===== config.mk =====
export PLATFORM = sky130hd
export DESIGN_NAME = bb3_out_queue
export DESIGN_NICKNAME = d
export VERILOG_FILES = /design/src/bb3_pkg.sv /design/src/bb3_out_queue.sv
export SDC_FILE = /design/constraint.sdc
export NUM_CORES = 1
export LEC_CHECK = 0
export BUFFER_PORTS_ARGS = -buffer_cell sky130_fd_sc_hd__buf_2
export CAP_MARGIN = 10
export CORE_MARGIN = 3
export CORE_UTILIZATION = 50
export DETAILED_ROUTE_END_ITERATION = 8
export GPL_ROUTABILITY_DRIVEN = 0
export PLACE_DENSITY_LB_ADDON = 0.3
export SLEW_MARGIN = 40
export SYNTH_ARGS = -nofsm -noshare
export SYNTH_HDL_FRONTEND = slang
export SYNTH_SLANG_ARGS = --single-unit

===== constraint.sdc =====
create_clock -name clk -period 2.15 [get_ports clk]
set_clock_uncertainty 0.15 [all_clocks]
set_input_delay 0.43 -clock clk [delete_from_list [all_inputs] [get_ports clk]]
set_output_delay 0.43 -clock clk [all_outputs]
set_load 0.005 [all_outputs]

===== src/bb3_pkg.sv =====
// ---------------------------------------------------------------------------
// Box blur package
// Shared widths, constants, types and the divide-by-three helper.
// ---------------------------------------------------------------------------
package bb3_pkg;

  localparam int BB3_PIX_W         = 8;
  localparam int BB3_CFG_W         = 13;
  localparam int BB3_ROW_W         = 12;
  localparam int BB3_MAX_WIDTH_DEF = 4096;
  localparam int BB3_MAX_HEIGHT    = 4096;
  localparam int BB3_MIN_DIM       = 3;
  localparam int BB3_WIDTH_RST     = 640;
  localparam int BB3_HEIGHT_RST    = 480;
  localparam int BB3_Q_DEPTH       = 4;
  localparam int BB3_Q_PTR_W       = $clog2(BB3_Q_DEPTH);
  localparam int BB3_Q_CNT_W       = BB3_Q_PTR_W + 1;

  // configuration register indexes
  typedef enum logic [0:0] {
    BB3_CFG_FRAME_WIDTH  = 1'b0,
    BB3_CFG_FRAME_HEIGHT = 1'b1
  } bb3_cfg_idx_t;

  // one result word
  typedef struct packed {
    logic [BB3_PIX_W-1:0] blurred;
    logic                 end_of_row;
    logic                 end_of_frame;
  } bb3_result_t;

  // one line store entry: horizontal results of the two previous rows
  typedef struct packed {
    logic [BB3_PIX_W-1:0] row_above;
    logic [BB3_PIX_W-1:0] two_above;
  } bb3_lines_t;

  // floor(x/3) for x < 768: x*683 >> 11
  function automatic logic [BB3_PIX_W-1:0] div3(input logic [9:0] x);
    logic [20:0] prod;
    prod = 21'(x) * 21'd683;
    return prod[18:11];
  endfunction

endpackage


===== src/bb3_out_queue.sv =====
// ---------------------------------------------------------------------------
// Box blur output queue
// Small register FIFO that decouples the pipeline from receiver stalls.
// ---------------------------------------------------------------------------
module bb3_out_queue
  import bb3_pkg::*;
(
  input  logic                   clk,
  input  logic                   rst_n,
  input  logic                   push,
  input  bb3_result_t            push_data,
  output logic                   out_valid,
  input  logic                   out_ready,
  output bb3_result_t            out_data,
  output logic [BB3_Q_CNT_W-1:0] count
);

  bb3_result_t            q_r [BB3_Q_DEPTH];
  logic [BB3_Q_PTR_W-1:0] wr_ptr_r;
  logic [BB3_Q_PTR_W-1:0] rd_ptr_r;
  logic [BB3_Q_CNT_W-1:0] cnt_r;
  logic                   pop;

  assign out_valid = (cnt_r != '0);
  assign pop       = out_valid && out_ready;
  assign out_data  = q_r[rd_ptr_r];
  assign count     = cnt_r;

  always_ff @(posedge clk) begin
    if (!rst_n) begin
      wr_ptr_r <= '0;
      rd_ptr_r <= '0;
      cnt_r    <= '0;
    end else begin
      if (push) begin
        wr_ptr_r <= wr_ptr_r + 1'b1;
      end
      if (pop) begin
        rd_ptr_r <= rd_ptr_r + 1'b1;
      end
      // count holds when both or neither happen
      if (push && !pop) begin
        cnt_r <= cnt_r + 1'b1;
      end else if (pop && !push) begin
        cnt_r <= cnt_r - 1'b1;
      end
    end
  end

  // payload, no reset
  always_ff @(posedge clk) begin
    if (push) begin
      q_r[wr_ptr_r] <= push_data;
    end
  end

endmodule


### After elaboration in Yosys (flattened, before gate mapping)

Memories as Yosys holds them, arrays and structs flattened. A register that Yosys moved wholly into a read port is not among the register bits.
Index checks and enable logic that the tools add are counted.

* register bits after elaboration: 7
* bits in latches: 0
* bits in writable memories: 40
* ROM bits: 0
* input bits: 14
* output and inout bits: 14
* logic and storage cells: 21
* memories kept: 1

Memory list
* q_r: words 4, width 10, read ports 1, clocked after Yosys merged registers in 1, wr ports 1, line bb3_out_queue.sv:18 `bb3_result_t q_r [BB3_Q_DEPTH];`

* $add $sub $neg: 4
* $mul: 0
* div/mod/pow operators: 0
* order comparisons: 0
* eq/ne operators: 0
* shift operators: 0
* multiplexer cells: 6
* bitwise operators: 0
* reduce and logical (&&, ||, !) cells: 7

Operators with widths (number)
* two-way mux 3 bit: 2
* adder 2 x 1 -> 2 bit, second input constant: 2
* two-way mux 2 bit: 2
* adder 3 x 1 -> 3 bit, second input constant: 1
* logical AND 1 bit: 3
* nonzero test 3 bit: 1
* subtractor 3 x 1 -> 3 bit, second input constant: 1
* logical NOT 1 bit: 2
* two-way mux 1 bit: 2
* nonzero test 2 bit: 1

### Depth between registers and ports, before layout

Gate-level depths: netlist of the first run.

* depth after elaboration: 5
* mapped depth: 7
* mapped depth without buffers: 7

### Worst setup path after synthesis of the first run

Ideal clock, no wire load.

* kind: reg2reg
* start point: reg cnt_r[1], in the netlist count[1]
* end point: reg cnt_r[2], in the netlist count[2]
* library setup time: 76 ps
* data arrival time: 1851 ps
* data required time: 1924 ps
* setup slack: 73 ps
* stages on the path, launching flop included: 8
* buffers on the path: 0
* clock period less this slack: 2077 ps
* path through: dfxtp_1 o31ai_4 ha_1 inv_1 fa_1 xor2_1 or3_1 a21boi_0

* longest elaborated chain between the ends: 5
* elaborated cells on any way between the ends: 10
* those cells by class: add/sub: 2; mux: 2; reduce/logical: 6

RTL lines
* start, declared: line bb3_out_queue.sv:21 `logic [BB3_Q_CNT_W-1:0] cnt_r;`
* start signal, assigned: line bb3_out_queue.sv:43 `cnt_r <= cnt_r + 1'b1;`
* start signal, assigned: line bb3_out_queue.sv:45 `cnt_r <= cnt_r - 1'b1;`
* parallel branches: the longest is 5 deep, another holds subtractor 3 x 1 -> 3 bit

Parallel ways; which one is timed is not known. The select of a mux whose other input is x is not followed.
A chain may end at the register's enable or synchronous reset.

### Worst setup path after layout of the first run

* start point: reg cnt_r[0], in the netlist count[0]
* end point: reg cnt_r[2], in the netlist count[2]

Same word-level chain as after synthesis.

==> results of run 1 <==
metrics by stage:
step	hold WS, ns	setup WS (ns)	TNS, ns
2_1_floorplan	0.3776	0.07299	0
3_3_place_gp	0.3997	0.09256	0
3_5_place_dp	0.4362	-0.03602	-0.03602
4_1_cts	0.1860	0.006898	0
5_1_grt	0.1838	-0.04676	-0.04676
6_report	0.1958	0.03211	0
metal layers:
metal	share of wire [%]	global-route usage [%]	routed length [microns]
met5	0	0	0
met4	0.88	6.700	26
met3	5.8	5.491	171
met2	52	25.52	1545
met1	41	18.13	1223
power groups by stage:
stage	logic, W	registers (W)	clock network (W)
5_1_grt	0.000706	0.00119	0.000718
3_3_place_gp	0.000596	0.00119	0
3_5_place_dp	0.000615	0.00120	0
2_1_floorplan	0.000386	0.00119	0
6_report	0.000631	0.00118	0.000656
4_1_cts	0.000627	0.00118	0.000671
cell usage after synthesis, drive strengths merged:
cell type | number | area share [%]
clkbuf | 1 | 0.26
o31ai | 1 | 1.1
nor2b | 2 | 0.66
or3 | 2 | 0.72
xnor2 | 3 | 1.4
inv | 3 | 0.59
a21boi | 1 | 0.39
and2 | 9 | 2.9
o311ai | 1 | 0.85
ha | 5 | 3.3
dfxtp | 9 | 9.4
edfxtp | 40 | 63
xor2 | 2 | 0.92
buf | 1 | 0.39
mux2i | 2 | 1.0
o21ai | 1 | 0.26
mux4 | 10 | 12
fa | 1 | 1.0
final timing paths:
| path | start | endpoint | slack [ns] | depth (start not counted) |
|---|---|---|---|---|
| max reg2reg | count[0] | count[2] | 0.03 | 7 |
| max | count[0] | count[2] | 0.03 | 7 |
| min reg2reg | count[2] | count[2] | 0.44 | 2 |
| min | push_data[8] | q_r[2][8] | 0.20 | 1 |
state kept, by name, indices dropped and copies added, names as in the netlist, named ones only:
signal / count
rd_ptr_r: 2
count: 3
wr_ptr_r: 2
q_r: 40
repair_timing:
item	in CTS	in global routing
gates resized for setup	1	1
cloned	0	0
setup endpoints to repair	1	1
buffers inserted	1	2
pin swaps	1	2
area by class of cell:
| cell class | instances | area, sq um | area share (%) |
|---|---|---|---|
| timing repair buffer | 34 | 187.7 | 8.287 |
| clock inverter | 2 | 37.54 | 1.657 |
| multi-input combinational | 40 | 506.7 | 22.38 |
| sequential | 49 | 1381 | 60.99 |
| clock buffer | 6 | 82.58 | 3.646 |
| inverter | 3 | 11.26 | 0.4972 |
| tap | 46 | 57.56 | 2.541 |
cell usage in the layout (no fill, tap or decap), drive strengths merged, types with 2 or more instances in the layout:
cell type	Yosys	routed
or3	2	2
dfxtp	9	9
nor2b	2	2
ha	5	5
mux2i	2	2
mux4	10	10
and2	9	9
xor2	2	2
inv	3	3
xnor2	3	3
clkbuf	1	6
buf	1	34
edfxtp	40	40
cells by family (layout without fill, tap and decap cells):
family / count (synthesis) / after routing / share of synthesized area [%]
DFF: 49 / 49 / 72.35
and+or+nand+nor: 13 / 13 / 4.325
muxes: 12 / 12 / 12.84
adders and majority gates: 6 / 6 / 4.325
xor gates and xnor gates: 5 / 5 / 2.294
buffers and inverters: 5 / 45 / 1.245
AOI/OAI and AO/OA: 4 / 4 / 2.621
==> flow_metrics.tcl, run 1 <==
set metrics [dict create \
    routed_wl_microns 2966 \
    cts.sinks 49 \
    final_util_pct 64.80 \
    dieHeight_microns 67.80 \
    area_growth_pct 18.61 \
    min_period_over_period_pct 98.51 \
    slowest_delay_ns 0.38 \
    fillers 253 \
    worstPathArrival_ns 2.20 \
    total_power_w 0.002462 \
    cts_buffers 5 \
    hp-class "in2reg" \
    drc 0 \
    status "completed" \
    setup_violations 0 \
    worst-path-buf-inv 1 \
    syn_area_sq_um 1909 \
    seq_power_share_pct 47.7 \
    clock_latency_ns 0.29 \
    clockBufferDepth 2 \
    cts-root-buf "clkbuf_8" \
    grtUsageTotal_pct 15.41 \
    ctsHoldBuffers 0 \
    avgSynthCellArea_sq_um 20.31 \
    cap_violations 0 \
    htreeDepth 2 \
    fmax_mhz 472.2 \
    fin_area_sq_um 2265 \
    finalHoldViolCount 0 \
    cts_tree "done" \
    worst-path-max-fanout 2 \
    die_area_sq_um 4596 \
    p_clk_share_pct 26.7 \
    grt_pass1_wl_microns 4705 \
    p_sw_w 0.0006031 \
    vias 936 \
    synth_seq_cells 49 \
    synthesis.nets 114 \
    antennaDiodeCount 0 \
    clk_pin_slew_worst_paths_ns 0.08 \
    drtPass1Iterations 4 \
    die_w_microns 67.80 \
    ys_seq_area_share_pct 72.35 \
    yosysUniqueCellTypes 19 \
    fin_crit_ns 2.118 \
    portBuffers 27 \
    peakVddDrop_mv 0.5393 \
    pin_count 28 \
    p_leak_nw 0.8197 \
    dp_hpwl_microns 2104 \
    worstPathRequired_ns 2.23 \
    std_cell_rows 21 \
    grt_antenna_before_repair 0 \
    avgViaCountPerCell 5.200 \
    grt-ovfl-total 0 \
    crit_slowest_cell "fa_1" \
    combPwrFrac_pct 25.6 \
    grt_pass1_vias 948 \
    cp_top_family "adder cells" \
    dp.cells 169 \
    crit_chain "o31ai_4, ha_2, inv_1, fa_1, xor2_1, or3_1, a21boi_1" \
    cp-end-kind "flip-flop" \
    slew_viol_final 0 \
    drtIter0Drc 30 \
    ant_nets 0 \
    grt_start_max_net_pins 16 \
    stdcell_count 180 \
    placed_cell_area_sq_um 2120 \
    routedWlPerCell_microns 16.48 \
    yosys_warnings 0 \
    maxSlewHeadroom_pct 62.67 \
    floorplan.initialDensity_pct 54.64 \
    internal_power_w 0.001859 \
    synthCells 94 \
    fin_nets 153 \
    crit_path_start_kind "flip-flop" \
    sw_frac_of_total_pct 24.50 \
    core_area_sq_um 3495 \
    tightestPinTransition_ns 0.5600 \
    worstSetupPathType "reg2reg" \
    drive_gt1_share_pct 41.79 \
    power_density_nw_per_um2 1087 \
]
Note: power is estimated with default switching activity, not from simulation.
==> run 2, diff against run 1 <==
clock period = 1.9 ns   (was 2.15 ns; I/O delays follow)
==> run 2 against run 1 <==
The flow now finishes with violations (setup timing). Total power up 17%. Routed wire length rose by 4.8%. Final area rose by 5.8%. Cell count increased by 6.7%. Sequential power is 14% higher. Non-clock buffer count is 13 higher. Critical path type unchanged.
==> flow_metrics.tcl, run 2 (synthesized netlist as in run 1, its figures left out) <==
set metrics [dict create \
    cts_tree "done" \
    hp-class "in2reg" \
    core_area_sq_um 3495 \
    power_density_nw_per_um2 1201 \
    worstPathRequired_ns 1.96 \
    reg2reg_to "count[2]" \
    regMostFlops "q_r" \
    dieHeight_microns 67.80 \
    r2r_cells 7 \
    layout_commonest_cell "edfxtp_1" \
    violations "setup timing" \
    cts_buffers 5 \
    status "finished, violations left" \
    drive_gt1_share_pct 50.68 \
    hold_end "q_r[2][0]" \
    grt_start_max_net_pins 15 \
    rr_startpoint "count[1]" \
    worstPathArrival_ns 2.05 \
    setup_violations 12 \
    drtIter0Drc 54 \
    final_critical_path_setup_slack_ns -0.09205 \
    worstSetupPathType "reg2reg" \
    fmax_mhz 502.0 \
    area_growth_pct 25.49 \
    ctsHoldBuffers 0 \
    final_cell_mix "40 x edfxtp_1, 27 x buf_2, 16 x buf_4" \
    slew_viol_final 0 \
    fillers 242 \
    cap_violations 0 \
    clockBufferDepth 2 \
    grt-ovfl-total 0 \
    portBuffers 27 \
    ant_nets 0 \
    rrSetupSlack_ns -0.09 \
    p_leak_nw 0.8941 \
    dp_hpwl_microns 2192 \
    grt_pass1_vias 1006 \
    final_util_pct 68.56 \
    vias 976 \
    routed_wl_microns 3107 \
    drtPass1Iterations 4 \
    regArea_sq_um 1391 \
    antennaDiodeCount 0 \
    pin_count 28 \
    drc 0 \
    maxSlewHeadroom_pct 83.77 \
    routedWlPerCell_microns 16.18 \
    rsz0062_at_grt "yes" \
    die_area_sq_um 4596 \
    grtUsageTotal_pct 14.73 \
    cts.sinks 49 \
    die_w_microns 67.80 \
    min_period_over_period_pct 104.8 \
    multi_input_area_sq_um 509.2 \
    worst-path-max-fanout 2 \
    tightestPinTransition_ns 0.2430 \
    hold_ws_ns 0.1498 \
    grt_antenna_before_repair 0 \
    cts-root-buf "clkbuf_8" \
    std_cell_rows 21 \
    clk_pin_slew_worst_paths_ns 0.08 \
    largest_register_ffs 40 \
    hold_path_depth 1 \
    clock_latency_ns 0.28 \
    cp-end-kind "flip-flop" \
    crit_path_start_kind "flip-flop" \
    fin_crit_ns 1.992 \
    fin_nets 166 \
    finalHoldViolCount 0 \
    grt_pass1_wl_microns 4740 \
    worstHoldStart "push_data[0]" \
    peakVddDrop_mv 0.6546 \
    avgViaCountPerCell 5.083 \
    htreeDepth 2 \
    floorplan.initialDensity_pct 54.64 \
]
## run 2: what timing repair did
item | 4_1_cts | 5_1_grt
gates resized for setup | 3 | 3
buffers inserted | 2 | 3
gates cloned | 0 | 1
pin swaps | 2 | 1
setup endpoints to repair | 12 | 12
## run 2: worst max-delay path by stage
stage	startpoint	endpoint	slack, ns	cells past startpoint
after floorplan	count[2]	count[2]	-0.06	7
after global placement	count[2]	count[2]	-0.03	7
after detailed placement	count[2]	count[2]	-0.12	7
after CTS	flip-flop	out_data[5]	-0.1	3
after global routing	count[1]	count[2]	-0.17	7
final	count[1]	count[2]	-0.09	7
## run 2: cell type report
cell class                 instances  area share [%]
sequential                        49           58.07
multi-input combinational         40           21.25
timing repair buffer              47           13.47
clock buffer                       5           2.872
tap                               46           2.402
clock inverter                     2           1.462
inverter                           3          0.4700
## run 2: worst max-delay path, cell delays in order (launching register included)
cell and delay [ns]:
dfxtp_2 0.34, o31ai_4 0.25, ha_2 0.23, inv_2 0.04
fa_2 0.33, xor2_1 0.15, or3_1 0.31, a21boi_1 0.13
## run 2: layer usage
| metal | vias to the layer above | global-route usage (%) | part of all wire, % |
|---|---|---|---|
| met5 | - | 0 | 0 |
| met4 | 0 | 5.211 | 0.93 |
| met3 | 4 | 3.161 | 3.4 |
| met2 | 18 | 25.88 | 55 |
| met1 | 488 | 17.87 | 41 |
| li1 | 466 | - | - |
## run 2: through the flow
step,power [W],worst slack [ns],cells,setup TNS [ns],area (sq um)
6_report,0.002877,-0.09205,192,-0.7450,2396
5_1_grt,0.003032,-0.1661,192,-1.436,2396
4_1_cts,0.002816,-0.09774,188,-0.8071,2338
3_5_place_dp,0.002118,-0.1162,179,-0.1162,2217
3_3_place_gp,0.002096,-0.03447,179,-0.03447,2217
2_1_floorplan,0.001798,-0.06170,94,-0.06170,1919
## run 2: where the power goes
part / leakage (nW) / internal (W) / switching [W] / total (W)
registers: 0.443 / 0.00127 / 0.0000718 / 0.00134
logic: 0.397 / 0.000537 / 0.000315 / 0.000853
clock network: 0.0540 / 0.000382 / 0.000298 / 0.000681
